$ cat src/rtl/core/rcam_div.sv
// Division by a fixed divisor through multiplication with its scaled reciprocal.
// done trails start via busy_reg, done_reg. Depends on nothing but its parameters.
module rcam_div #(
    parameter int WIDTH   = 11,
    parameter int DIVISOR = 32
) (
    input  logic             clk,
    input  logic             rst_n,
    input  logic             start,
    input  logic [WIDTH-1:0] dividend,
    output logic [WIDTH-1:0] quotient,
    output logic             done
);
    localparam int SH = WIDTH + $clog2(DIVISOR);
    localparam int MW = SH + 1;
    localparam longint RECIP_L =
        ((longint'(1) << SH) + longint'(DIVISOR) - 1) / longint'(DIVISOR);
    localparam logic [MW-1:0] RECIP = MW'(RECIP_L);

    logic [WIDTH+MW-1:0] prod;
    logic [WIDTH-1:0]    quo_reg, quo_next;
    logic                busy_reg, busy_next;
    logic                done_reg, done_next;

    assign prod = {{MW{1'b0}}, dividend} * {{WIDTH{1'b0}}, RECIP};

    always_comb
    begin
        quo_next  = quo_reg;
        busy_next = start;
        done_next = busy_reg;
        if (start)
        begin
            quo_next = prod[SH +: WIDTH];
        end
    end

    always_ff @(posedge clk or negedge rst_n)
    begin
        if (!rst_n)
        begin
            quo_reg  <= '0;
            busy_reg <= 1'b0;
            done_reg <= 1'b0;
        end
        else
        begin
            quo_reg  <= quo_next;
            busy_reg <= busy_next;
            done_reg <= done_next;
        end
    end

    assign quotient = quo_reg;
    assign done     = done_reg;

endmodule
$ cat config.mk
export PLATFORM = sky130hd
export DESIGN_NAME = rcam_div
export DESIGN_NICKNAME = d
export VERILOG_FILES = /design/src/rtl/core/rcam_div.sv
export SDC_FILE = /design/constraint.sdc
export NUM_CORES = 1
export LEC_CHECK = 0
export ABC_AREA = 1
export CORE_AREA = 5 5 42 44
export CTS_CLUSTER_SIZE = 14
export DETAILED_ROUTE_END_ITERATION = 8
export DIE_AREA = 0 0 47 49
export DONT_BUFFER_PORTS = 1
export HOLD_SLACK_MARGIN = 0.02
export SYNTH_ARGS = -nofsm -noshare
export SYNTH_HDL_FRONTEND = slang
export SYNTH_SLANG_ARGS = --single-unit
$ cat constraint.sdc
create_clock -name clk -period 1.4 [get_ports clk]
set_input_delay 0.21 -clock clk [delete_from_list [all_inputs] [get_ports clk]]
set_output_delay 0.21 -clock clk [all_outputs]
set_load 0.01 [all_outputs]
==> impl_results.md, run 1 <==
- Status: completed
- Worst reg2reg path depth: 2
- Distinct cell type count of the synthesized netlist: 5
- Critical Path End Type: primary output
- Horiz. Die Dim: 47 um
- Vias: 202
- Post-synthesis register bit count: 8
- Sequential share of the synthesized area: 0.640
- Grt ovf: 0
- Io pins: 26
- Critical Path RT: 1.19 ns
- Most frequent cells in the layout: 18 x nand2_1, 8 x dfrtp_1, 5 x conb_1
- Final worst-path setup slack: 0.520 ns
- Reg2Reg Setup Slack: 0.73 ns
- Mapped Area: 313 um^2
- All-Layer GR Usage: 0.0643
- Final cycle utilization of the critical path: 0.629
- HP Start: start
- Die area: 2300 um^2
- Final Setup Violations: 0
- Routed WL: 677 um
- Synth Area in XOR/XNOR: 0
- TritonCTS Buffers: 3
- Main combinational cell family by area after synthesis: simple AND/OR/NAND/NOR gates
- Fmax achieved: 1140 MHz
- Number of flip-flops under the largest register name: 6
- Worst setup SP type: register
- RR Startpoint: quotient[0]
- Height of the chip: 49 um
- Share of cells above drive strength 1: 0.108
- Sum Neg Setup Slack: 0 ns
- Final hold viol count: 0
- Synth Area in Adders: 0
- Residual DRC: 0
- Area grow syn2layout: 12.8%
- Largest net degree at the start of global routing: 9
- Final slew viol count: 0
- Vias in the first global route: 222
- TritonCTS Sinks: 8
- Worst setup path class: reg -> out
- CTS-repair resized insts: 0
- Most common cell after layout, fill and taps aside: nand2_1
- H-tree levels: 1
- Antenna Nets Post-Route: 0
- Final-stage net count: 53
- Post-layout min period: 0.880 ns
- RR Endpoint: quotient[0]
- HP Class: in -> reg
- Drt first pass iters: 2
- Core ar.: 1400 um^2
- Pwr/cell area: 1350 nW/um^2
- Synthesis Warnings: 0
- Syn Inst Count: 33
- Unrepaired setup endpoints after global routing: no
- Drt wl/cell: 12.8 um
- CP Data Arrival Time: 0.67 ns
- Clk buf depth: 2
- Leakage power: 0.191 nW
- Hold WS: 0.0729 ns
- Starting Density: 0.223
- FF+latch area: 200 um^2
- Post-synthesis mux area share: 0
- Area of the multi-input gates: 86.3 um^2
- TritonCTS clock tree: yes
- Rows: 14
- Final Wtd Congestion: 0.635
- Root Buffer Master: clkbuf_4
- Worst vdd ir: 0.261 mV
- Worst Hold Endpoint: quotient[5]
- Hold Path Stages: 2
- Number of diodes: 0
- Clock slew seen by the registers of the worst setup and hold paths: 0.06 ns
- Crit Path Max Fanout: 2
- Max cap viols: 0
- Latest clock arrival within the worst-skew pair: 0.24 ns
- FILL cells: 170
- Buffers on Ports: 0
- Clock Skew: 0.0000676 ns
- Iter 0 DRT Violations: 3
- Post-DR vias/cell: 3.81
- First-pass GRT wire length: 993 um
- Initial antenna violation count: 0
- Post-place setup slack: 0.733 ns
- Post-synthesis compound-gate area fraction: 0
- Syn_area_per_cell: 9.48 um^2
- Post-synthesis simple-gate area fraction: 0.216
==> cell families (layout without fill, tap and decap cells) <==
kind of cell | after synthesis | in the layout
simple gates | 18 | 18
buf+inv | 6 | 6
other cells | 1 | 5
flops | 8 | 8
==> cell type report <==
cell class | instances | area share
clock buffer | 3 | 0.0638
inverter | 1 | 0.0106
multi-input combinational | 23 | 0.245
sequential | 8 | 0.567
tap | 16 | 0.0567
timing repair buffer | 2 | 0.0567
==> synthesized netlist by cell type, drive strengths merged <==
cell type,number,share of area
dfrtp,8,0.64
conb,1,0.012
inv,1,0.012
nand2,18,0.22
buf,5,0.12
==> what timing repair did <==
action,CTS,global route
hold endpoints to repair,9,0
hold buffers,2,0
setup buffers,0,0
==> routing by layer <==
| layer | track usage | share of wire |
|---|---|---|
| met1 | 0.0689 | 0.35 |
| met5 | 0 | 0 |
| met2 | 0.0882 | 0.49 |
| met4 | 0.0415 | 0 |
| met3 | 0.0443 | 0.15 |
==> report_power, final <==
group | internal, mW | switching [mW] | total, mW
combinational | 0.0113 | 0.0218 | 0.0332
sequential | 0.250 | 0.0201 | 0.270
clock | 0.0979 | 0.0754 | 0.173
total | 0.359 | 0.117 | 0.476
==> how the worst max path moves through the flow <==
stage,start,endpoint,slack [ns],depth (start not counted)
after floorplan,quotient[0],quotient[0],0.78,2
after global placement,quotient[5],quotient[5],0.75,2
after detailed placement,quotient[0],quotient[0],0.73,2
after CTS,quotient[3],quotient[3],0.51,0
after global routing,quotient[3],quotient[3],0.50,0
final,quotient[0],quotient[0],0.52,0
==> per-stage QoR <==
step / util / power (mW) / area [um^2] / instances
2_1_floorplan: - / 0.302 / 328 / 37
4_1_cts: 0.252 / 0.489 / 353 / 53
3_5_place_dp: 0.221 / 0.300 / 310 / 48
3_3_place_gp: 0.221 / 0.298 / 310 / 48
6_report: 0.252 / 0.476 / 353 / 53
5_1_grt: 0.252 / 0.508 / 353 / 53
No activity file was read; power rests on OpenSTA's default activity.
==> run 2, diff against run 1 <==
--- a/config.mk
+++ b/config.mk
@@ -5,7 +5,7 @@
 export SDC_FILE = /design/constraint.sdc
 export NUM_CORES = 1
 export LEC_CHECK = 0
-export ABC_AREA = 1
+export ABC_AREA = 0
 export CORE_AREA = 5 5 42 44
 export CTS_CLUSTER_SIZE = 14
 export DETAILED_ROUTE_END_ITERATION = 8
==> constraint.sdc (replaced) <==
create_clock -name clk -period 0.8 [get_ports clk]
set_input_delay 0.12 -clock clk [delete_from_list [all_inputs] [get_ports clk]]
set_output_delay 0.12 -clock clk [all_outputs]
set_load 0.01 [all_outputs]
==> run 2 against run 1 <==
- synthesized cell count decreased by 36%
- combinational power increased to 6.4 times the previous value
- register-to-register slack got worse by 0.83 ns
- highest routed layer is now met4
- utilization increased by 12 points
- total power increased by 110%
- cell area increased by 47%
- via count increased by 4.0%
- the run now ends with negative hold slack, negative setup slack left
- count of clock-buffer cells in the layout unchanged
- flip-flop and latch count unchanged
- sequential share of layout area decreased by 18 points
- area after synthesis increased by 9.6%
==> impl_results.md, run 2 <==
- Sw Ratio: 0.227
- Final-stage net count: 54
- RR Startpoint: quotient[4]
- Mapped Area: 343 um^2
- Worst path slowest cell: dfrtp_1
- Crit path buffers/inverters: 1
- RR Endpoint: quotient[4]
- Fmax achieved: 1100 MHz
- Post-synthesis register bit count: 8
- Top-count cell post-synth: dfrtp_1
- TritonCTS Buffers: 3
- Vias: 210
- GRT met1 Usage: 0.0747
- M2 GR Usage: 0.124
- Cell family with most CP delay: flip-flops
- Root Buffer Master: clkbuf_4
- Latest clock arrival within the worst-skew pair: 0.25 ns
- Synth Flop Type: dfrtp_1
- Synth cell count leaders: 8 x dfrtp_1, 6 x mux2_4, 5 x buf_4, 1 x buf_6, 1 x conb_1
- Pwr/cell area: 1890 nW/um^2
- Failing checks: negative hold slack, negative setup slack
- Sequential share of the synthesized area: 0.584
- Post-DR vias/cell: 3.89
- Buffers on Ports: 0
- CP peak stage delay: 0.40 ns
- Crit path capture: quotient[4]
- Distinct cell type count of the synthesized netlist: 5
- Initial antenna violation count: 0
- Clk buf depth: 2
- Reg2Reg Setup Slack: -0.10 ns
- Final Setup Violations: 9
- Die area: 2300 um^2
- Routed WL: 772 um
- Max cap viols: 0
- Grt ovf: 0
- TritonCTS clock tree: yes
- Final Wtd Congestion: 0.666
- Yosys top cell area share: 0.584
- All-Layer GR Usage: 0.0803
- Critical Path RT: 0.68 ns
- Share of cells above drive strength 1: 0.474
- Final worst-path setup slack: -0.105 ns
- TritonCTS Sinks: 8
- Crit path cell chain: buf_6
- Clock Skew: 0.000182 ns
- Status: complete, but fails checks
- HP Class: in -> reg
- Drt first pass iters: 2
- Number of flip-flops under the largest register name: 6
- Final cycle utilization of the critical path: 1.13
- Final slew viol count: 0
- Post-place setup slack: 0.0293 ns
- Worst setup SP type: register
- Clk network pwr share: 0.305
- Syn_area_per_cell: 16.3 um^2
- Vias in the first global route: 276
- Layer with the highest usage: met2
- Critical Path Start: quotient[4]
- Rows: 14
- Residual DRC: 0
- Largest net degree at the start of global routing: 9
- Area grow syn2layout: 51.5%
- Crit Path Max Fanout: 2
- Worst setup path class: reg -> out
- Switching pwr: 0.223 mW
- Drt wl/cell: 14.3 um
- Worst vdd ir: 0.783 mV
- Horiz. Die Dim: 47 um
- EDFF count, synth: 0
- Ys async rst share: 1.00
- Final hold viol count: 1
- Yosys top cell by area: dfrtp_1
- Synthesis Warnings: 0
- Hold WS: -0.100 ns
- Reg power frac: 0.480
- Unrepaired setup endpoints after global routing: yes
- Internal power: 0.758 mW
- Core ar.: 1400 um^2
- Critical Path End Type: primary output
- Leakage power: 0.255 nW
- Io pins: 26
- Post-layout min period: 0.905 ns
- Worst reg2reg path depth: 2
- Logic pwr share: 0.215
- CP Data Arrival Time: 0.79 ns
- Height of the chip: 49 um
- Sum Neg Setup Slack: -0.847 ns
- # hold bufs at CTS: 7
- First-pass GRT wire length: 1230 um
- Starting Density: 0.245
- Iter 0 DRT Violations: 2
- Syn Inst Count: 21
- Antenna Nets Post-Route: 0
- H-tree levels: 1
- Crit path depth: 1
- Clock slew seen by the registers of the worst setup and hold paths: 0.05 ns
- Number of diodes: 0
- Synth area leaders: dfrtp_1 58%, mux2_4 26%, buf_4 11%
- Met3 usage: 0.0480
- Most frequent cells in the layout: 8 x dfrtp_1, 8 x buf_6, 7 x dlygate4sd3_1
-- run 2: cell families after synthesis --
group                  Yosys count  share of synthesized area
buffers and inverters            6                      0.142
DFF                              8                      0.584
muxes                            6                      0.263
other                            1                     0.0109
-- run 2: cell type report --
class | count | area, um^2
clock buffers | 3 | 22.5
fillers | 147 | 882
multi-input cells | 11 | 109
flip-flops and latches | 8 | 200
well taps | 16 | 20.0
repair buffers | 16 | 168
-- run 2: metrics by stage --
stage               total power, mW  hold slack (ns)  instances  area (um^2)  utilization
finish                        0.981           -0.100         54          519        0.371
global route                   1.04           -0.117         54          519        0.371
CTS                           0.995           -0.114         54          512        0.365
detailed placement            0.603           -0.175         41          374        0.267
global placement              0.596           -0.175         41          374        0.267
floorplan                     0.570           -0.176         25          358            -
-- run 2: power by group through the flow --
stage                     combinational, mW  clock [mW]  sequential, mW
final                                 0.211       0.299           0.471
after global placement                0.127           0           0.469
after detailed placement              0.131           0           0.472
after CTS                             0.207       0.319           0.469
after global routing                  0.228       0.332           0.475
after floorplan                      0.0892           0           0.480
-- run 2: worst min-delay path by stage --
| stage | startpoint | end | slack, ns | depth (start not counted) |
|---|---|---|---|---|
| floorplan | rst_n | busy_reg | -0.18 | 0 |
| global placement | rst_n | busy_reg | -0.18 | 0 |
| detailed placement | rst_n | busy_reg | -0.18 | 0 |
| CTS | start | busy_reg | -0.11 | 0 |
| global route | start | busy_reg | -0.12 | 0 |
| finish | start | busy_reg | -0.10 | 0 |
-- run 2: per-layer routing --
metal | share of wire | up-vias
met5 | 0 | -
met2 | 0.50 | 20
met4 | 0.012 | 0
met1 | 0.36 | 96
met3 | 0.12 | 2
li1 | - | 92
-- run 2: what timing repair did --
action,CTS,global route
pin swaps,0,0
setup buffers,3,0
setup endpoints to repair,6,9
cloned,0,0
hold endpoints to repair,15,4
gates resized for setup,6,2
